--- config.mk ---
export PLATFORM = sky130hd
export DESIGN_NAME = rotary_encoder_pwm_dimmer
export DESIGN_NICKNAME = d
export VERILOG_FILES = /design/src/design/rotenc_pkg.sv /design/src/design/rotenc_level.sv /design/src/design/rotenc_pwm.sv /design/src/design/rotary_encoder_pwm_dimmer.sv
export SDC_FILE = /design/constraint.sdc
export NUM_CORES = 1
export LEC_CHECK = 0
export BUFFER_PORTS_ARGS = -buffer_cell sky130_fd_sc_hd__buf_4
export CORE_UTILIZATION = 55
export DETAILED_ROUTE_END_ITERATION = 16
export PLACE_DENSITY = 0.74
export SLEW_MARGIN = 30
export SYNTH_ARGS = -nofsm -noshare
export SYNTH_HDL_FRONTEND = slang
export SYNTH_SLANG_ARGS = --single-unit
--- constraint.sdc ---
create_clock -name clk -period 16.24 [get_ports clk]
set_input_delay 3.248 -clock clk [delete_from_list [all_inputs] [get_ports clk]]
set_output_delay 3.248 -clock clk [all_outputs]
set_load 0.02 [all_outputs]
--- src/design/rotenc_pkg.sv ---
package rotenc_pkg;

	localparam int unsigned LEVEL_W    = 16;
	localparam int unsigned STEP_W     = 12;
	localparam int unsigned LOCKOUT_W  = 20;
	localparam int unsigned CFG_IDX_W  = 2;
	localparam int unsigned CFG_DATA_W = 20;

	localparam logic [LEVEL_W-1:0]   PERIOD_RESET   = 16'd1000;
	localparam logic [STEP_W-1:0]    STEP_RESET     = 12'd25;
	localparam logic [LOCKOUT_W-1:0] DEBOUNCE_RESET = 20'd100000;
	localparam logic [LEVEL_W-1:0]   RESTORE_RESET  = 16'd500;
	localparam logic [LEVEL_W-1:0]   BRIGHT_RESET   = 16'd500;

	typedef enum logic [CFG_IDX_W-1:0] {
		REG_PWM_PERIOD     = 2'd0,
		REG_LEVEL_STEP     = 2'd1,
		REG_DEBOUNCE_TICKS = 2'd2,
		REG_RESTORE_LEVEL  = 2'd3
	} cfg_reg_t;

	typedef struct packed {
		logic track_a;
		logic track_b;
		logic switch_n;
	} in_item_t;

	typedef struct packed {
		logic               pwm_out;
		logic [LEVEL_W-1:0] applied_level;
		logic               leds_on;
	} out_item_t;

	typedef struct packed {
		logic [LEVEL_W-1:0]   pwm_period;
		logic [STEP_W-1:0]    level_step;
		logic [LOCKOUT_W-1:0] debounce_ticks;
		logic [LEVEL_W-1:0]   restore_level;
	} cfg_t;

	typedef struct packed {
		logic               leds_on;
		logic [LEVEL_W-1:0] level;
	} level_t;

endpackage

--- src/design/rotenc_level.sv ---
module rotenc_level (
	input  logic                clk,
	input  logic                arst_n,
	input  logic                advance,
	input  rotenc_pkg::in_item_t item,
	input  rotenc_pkg::cfg_t     cfg,
	output rotenc_pkg::level_t   lvl
);
	import rotenc_pkg::*;

	logic                 prev_track_q;
	logic                 prev_pressed_q;
	logic [LOCKOUT_W-1:0] lockout_q;
	logic [LEVEL_W-1:0]   bright_q;
	logic                 enabled_q;

	logic                 pressed;
	logic                 prev_pressed_d;
	logic [LOCKOUT_W-1:0] lockout_d;
	logic [LEVEL_W-1:0]   bright_mid;
	logic                 enabled_d;
	logic [LEVEL_W-1:0]   bright_d;
	logic [LEVEL_W:0]     sum;
	logic [LEVEL_W-1:0]   step_ext;

	assign pressed  = ~item.switch_n;
	assign step_ext = {{(LEVEL_W-STEP_W){1'b0}}, cfg.level_step};
	assign sum      = {1'b0, bright_mid} + {1'b0, step_ext};

	always_comb begin
		prev_pressed_d = prev_pressed_q;
		lockout_d      = lockout_q;
		bright_mid     = bright_q;
		enabled_d      = enabled_q;
		// switch first: lockout countdown masks it
		priority if (lockout_q != '0) begin
			lockout_d = lockout_q - LOCKOUT_W'(1);
		end else if (pressed != prev_pressed_q) begin
			prev_pressed_d = pressed;
			lockout_d      = cfg.debounce_ticks;
			if (pressed) begin
				priority if (!enabled_q) begin
					enabled_d = 1'b1;
				end else if (bright_q == '0) begin
					bright_mid = cfg.restore_level;
				end else begin
					enabled_d = 1'b0;
				end
			end
		end

		// detent sees the updated enable
		bright_d = bright_mid;
		if ((item.track_a != prev_track_q) && enabled_d) begin
			if (item.track_a == item.track_b) begin
				bright_d = (sum > {1'b0, cfg.pwm_period}) ? cfg.pwm_period
				                                          : sum[LEVEL_W-1:0];
			end else begin
				bright_d = (bright_mid < step_ext) ? '0 : bright_mid - step_ext;
			end
		end
	end

	assign lvl.leds_on = enabled_d;
	assign lvl.level   = enabled_d ? bright_d : '0;

	always_ff @(posedge clk or negedge arst_n) begin
		if (!arst_n) begin
			prev_track_q   <= 1'b0;
			prev_pressed_q <= 1'b0;
			lockout_q      <= '0;
			bright_q       <= BRIGHT_RESET;
			enabled_q      <= 1'b0;
		end else if (advance) begin
			prev_track_q   <= item.track_a;
			prev_pressed_q <= prev_pressed_d;
			lockout_q      <= lockout_d;
			bright_q       <= bright_d;
			enabled_q      <= enabled_d;
		end
	end

endmodule

--- src/design/rotenc_pwm.sv ---
module rotenc_pwm (
	input  logic                           clk,
	input  logic                           arst_n,
	input  logic                           advance,
	input  logic [rotenc_pkg::LEVEL_W-1:0] period,
	input  rotenc_pkg::level_t             lvl,
	output rotenc_pkg::out_item_t          result
);
	import rotenc_pkg::*;

	logic [LEVEL_W-1:0] cnt_q;
	logic [LEVEL_W:0]   cnt_inc;

	assign cnt_inc = {1'b0, cnt_q} + (LEVEL_W+1)'(1);

	// compare the count as it stood before this tick's advance
	assign result.pwm_out       = (cnt_q < lvl.level);
	assign result.applied_level = lvl.level;
	assign result.leds_on       = lvl.leds_on;

	always_ff @(posedge clk or negedge arst_n) begin
		if (!arst_n) begin
			cnt_q <= '0;
		end else if (advance) begin
			cnt_q <= (cnt_inc >= {1'b0, period}) ? '0 : cnt_inc[LEVEL_W-1:0];
		end
	end

endmodule

--- src/design/rotary_encoder_pwm_dimmer.sv ---
// Rotary encoder LED dimmer with compare-based PWM. Each input beat is one PWM
// tick carrying both encoder channels and the active-low push switch; each
// accepted beat yields exactly one result beat (PWM bit, driven level, on flag),
// through the input and result registers. One beat is taken every cycle while
// the result register is free: the brightness, lockout and PWM counter state
// are updated once per beat by a single pass of logic between the input
// register and the result register. Configuration writes are always ready and
// take effect on the next beat; write them only while no beat is in flight.
module rotary_encoder_pwm_dimmer (
	input  logic                                  clk,
	input  logic                                  arst_n,
	input  logic                                  in_valid,
	output logic                                  in_stall,
	input  rotenc_pkg::in_item_t                  in_data,
	output logic                                  out_valid,
	input  logic                                  out_stall,
	output rotenc_pkg::out_item_t                 out_data,
	input  logic                                  cfg_valid,
	output logic                                  cfg_ready,
	input  logic [rotenc_pkg::CFG_IDX_W-1:0]      cfg_index,
	input  logic [rotenc_pkg::CFG_DATA_W-1:0]     cfg_data
);
	import rotenc_pkg::*;

	logic      valid_s1;
	in_item_t  item_s1;
	logic      out_valid_q;
	out_item_t out_data_q;
	cfg_t      cfg_q;
	logic      advance;
	level_t    lvl;
	out_item_t result;

	// move stage 1 into the result register when that register is free
	assign advance   = valid_s1 && (!out_valid_q || !out_stall);
	assign in_stall  = valid_s1 && !advance;
	assign out_valid = out_valid_q;
	assign out_data  = out_data_q;
	assign cfg_ready = 1'b1;

	always_ff @(posedge clk or negedge arst_n) begin
		if (!arst_n) begin
			cfg_q.pwm_period     <= PERIOD_RESET;
			cfg_q.level_step     <= STEP_RESET;
			cfg_q.debounce_ticks <= DEBOUNCE_RESET;
			cfg_q.restore_level  <= RESTORE_RESET;
		end else if (cfg_valid) begin
			unique case (cfg_reg_t'(cfg_index))
				REG_PWM_PERIOD:     cfg_q.pwm_period     <= cfg_data[LEVEL_W-1:0];
				REG_LEVEL_STEP:     cfg_q.level_step     <= cfg_data[STEP_W-1:0];
				REG_DEBOUNCE_TICKS: cfg_q.debounce_ticks <= cfg_data[LOCKOUT_W-1:0];
				REG_RESTORE_LEVEL:  cfg_q.restore_level  <= cfg_data[LEVEL_W-1:0];
				default: ;
			endcase
		end
	end

	always_ff @(posedge clk or negedge arst_n) begin
		if (!arst_n) begin
			valid_s1 <= 1'b0;
		end else if (!in_stall) begin
			valid_s1 <= in_valid;
		end
	end

	always_ff @(posedge clk) begin
		if (in_valid && !in_stall) begin
			item_s1 <= in_data;
		end
	end

	always_ff @(posedge clk or negedge arst_n) begin
		if (!arst_n) begin
			out_valid_q <= 1'b0;
		end else if (advance) begin
			out_valid_q <= 1'b1;
		end else if (!out_stall) begin
			out_valid_q <= 1'b0;
		end
	end

	always_ff @(posedge clk) begin
		if (advance) begin
			out_data_q <= result;
		end
	end

	rotenc_level u_level (
		.clk     (clk),
		.arst_n  (arst_n),
		.advance (advance),
		.item    (item_s1),
		.cfg     (cfg_q),
		.lvl     (lvl)
	);

	rotenc_pwm u_pwm (
		.clk     (clk),
		.arst_n  (arst_n),
		.advance (advance),
		.period  (cfg_q.pwm_period),
		.lvl     (lvl),
		.result  (result)
	);

endmodule

==> flow_summary_export.csv <==
group,metric,value,unit
flow_run,max-cap-violations,0,
floorplanning,die_h,132,um
clocking,ctsResizeCount,0,
global_routing,grt.total_usage,31.1,%
worst_setup_path,r2r.worst_path.cells,32,
finish,antennaDiodeCount,0,
worst_setup_path,r2r-start,"u_level.bright_q[0]",
min_path,hold_class,"reg -> reg",
finish,drive_above_1_share,18.9,%
clocking,cts_tree,"done",
place,io_buffer_count,49,
timing,period_needed,8.65,ns
worst_setup_path,critPathKind,"reg -> reg",
clocking,cts_max_path_buffers,2,
floorplanning,pin_count,51,
finish,stdcell_count,1264,
clocking,cts_hold_buf,0,
global_routing,grt_pass1_vias,7492,
routing,vias_per_cell,6.23,
finish,area_growth,12.6,%
synth,syn_inst,990,
synth,ys_ff_latch,142,
global_routing,grt_pass1_wl,41.4,mm
routing,detail-route-antenna-nets,0,
finish,final_common_cell,"dfrtp_1",
timing,finalSetupViolations,0,
synth,syn_avg_cell_area,9.40,um^2
synth,async_flop_share,85.2,%
place,gp_congestion,0.991,
place,dpl.hpwl,18.8,mm
clocking,post-cts-setup-buffers,0,
min_path,min_from,"u_level.bright_q[8]",
timing,fin_setup_tns,0,ns
floorplanning,design.die.area,17400,um^2
global_routing,grt_overflow_total,0,
timing,relSlewSlack,32.0,%
floorplanning,rows,47,
timing,fin_crit_sh,53.3,%
routing,routedWlPerCell,20.3,um
timing,hold_violations,0,
clocking,clock_latency,0.44,ns
pwr,leakage,4.64,nW
timing,slew_viol_final,0,
finish,final_cell_mix,"dfrtp_1, nand2_1, a21oi_1",
finish,fin_nets,1137,
routing,post-route-drc-count,0,
timing,timing.fmax,116,MHz
synth,ys.flop_type,"dfrtp_1",
worst_setup_path,endpoint_kind,"register",
floorplanning,core_area,16500,um^2
place,dp_cells,1232,
synth,synth_edf_count,21,
clocking,cts_root_buf,"clkbuf_16",
timing,clock_skew,0.0141,ns
floorplanning,start_util,56.3,%
worst_setup_path,critPathArrivalTime,8.91,ns
clocking,cts_sinks,142,
min_path,worst_hold_path.endpoint,"u_level.bright_q[8]",
worst_setup_path,r2r-end,"out_data[17]",
synth,yosysWarningCount,0,
routing,wl,25.7,mm
worst_setup_path,slowest_delay,0.86,ns
timing,holdWs,0.496,ns
global_routing,antenna_found_initial,0,
worst_setup_path,crit_fanout,17,
floorplanning,die_x,132,um
timing,rsz0062_at_grt,"no",
outcome,status,"completed",
global_routing,grt_max_degree,66,
timing,worstMarginPinSlew,1.02,ns
worst_setup_path,cp-start-kind,"register",
synth,ys_types,73,
finish,final_util,63.4,%
clocking,cts.clk_slew.worst_paths,0.06,ns
synth,synth_area,9300,um^2
worst_setup_path,worstPathRequired,16.51,ns
worst_setup_path,cp_slowest_cell,"nor4_4",
synth,ys_seq_area_share,39.7,%
min_path,holdPathStages,2,
routing,drt_iter0_drc,654,
pwr,pwr_density_cell,165,nW/um^2
clocking,htreeDepth,4,
clocking,cts-buffers-inserted,17,
routing,dr_total_vias,7870,
worst_setup_path,ff2ff_setup_slack,7.59,ns
pwr,power.total,1.73,mW
pwr,irDropWorstVdd,0.000115,V
synth,synthesis.nets,1096,
routing,drtPass1Iterations,5,
[registers in the layout, summed over array words and instances (netlist names), 3 cells and up]
name and flops:
cfg_q 64, item_s1 3, out_data 18, u_level.bright_q 16
u_level.lockout_q 20, u_pwm.cnt_q 16
[how the worst max path moves through the flow]
stage / to / cells past startpoint / startpoint / slack (ns)
2_1_floorplan: out_data[17] / 32 / u_level.lockout_q[0] / 9.05
3_3_place_gp: out_data[17] / 32 / u_level.bright_q[0] / 7.93
3_5_place_dp: out_data[17] / 32 / u_level.bright_q[0] / 7.83
4_1_cts: out_data[17] / 32 / u_level.bright_q[0] / 7.78
5_1_grt: out_data[17] / 34 / u_level.lockout_q[0] / 7.09
6_report: out_data[17] / 32 / u_level.bright_q[0] / 7.59
[synth_stat cells, types with 4 or more instances]
cell type  count  area [um^2]
clkbuf_1      33          124
nand3b_1       5         37.5
dfstp_2       27          709
or3_1         14         87.6
nor3_1        21          105
nand4_1       12         75.1
o21ai_0       74          370
o21a_1        14          105
a21o_1        18          135
o31ai_1        7         52.6
xnor2_1       25          219
o21bai_1       7         52.6
o31a_1         5         43.8
dfrtp_1       94         2350
o22ai_1        4         25.0
o211ai_1      13         97.6
nand2b_1      14         87.6
xor2_1        10         87.6
edfxtp_1      21          631
and2_1         7         43.8
nand3_1       25          125
inv_1         56          210
ha_1          74          926
nor2b_1       10         62.6
nand2_1       90          338
nor4_1         7         43.8
o311ai_0       4         35.0
nor2_1        63          236
or2_2         11         68.8
a22o_1        13          114
mux2i_1        7         70.1
a21oi_1       80          400
mux2_2        49          552
a31oi_1        6         37.5
[report_power, final]
| group | internal [mW] | total, mW | switching [mW] |
|---|---|---|---|
| Combinational | 0.321 | 0.809 | 0.488 |
| Sequential | 0.457 | 0.543 | 0.0860 |
| Clock | 0.220 | 0.375 | 0.156 |
| Total | 0.998 | 1.73 | 0.730 |
[logic make-up (layout without fill, tap and decap cells)]
family	Yosys count	after routing	synth area share, %
compound gates	280	280	19.2
xor+xnor	35	35	3.29
fa+ha+maj	76	76	10.4
buf+inv	96	150	3.99
flops	142	142	39.7
mux	56	56	6.68
other cells	1	1	0.0403
simple gates	304	304	16.7
[critical path: cells and delay by family (launching register included)]
kind | cells | cell delay, ns
AOI/OAI and AO/OA | 14 | 3.23
and+or+nand+nor | 9 | 2.95
adders and majority gates | 4 | 1.08
buffers and inverters | 3 | 0.43
DFF | 1 | 0.39
xor gates and xnor gates | 1 | 0.27
muxes | 1 | 0.10
[routing by layer]
metal	GRT usage, %	share of wire (%)
met1	43.6	45
met5	0	0
met2	47.2	45
met3	6.46	7.1
met4	12.0	3.1
[per-stage QoR]
| step | cell area, um^2 | setup slack (ns) |
|---|---|---|
| after CTS | 10500 | 7.78 |
| after global routing | 10500 | 7.09 |
| after global placement | 9880 | 7.93 |
| after floorplan | 9300 | 9.05 |
| final | 10500 | 7.59 |
| after detailed placement | 9910 | 7.83 |
[layout make-up]
cell class,count,area (um^2)
Inverter,56,210
Clock inverter,8,53.8
Fill cell,1376,6050
Tap cell,220,275
Multi-Input combinational cell,752,5250
Sequential cell,142,3690
Clock buffer,24,512
Timing Repair Buffer,62,480
(Power assumes the default switching activity.)
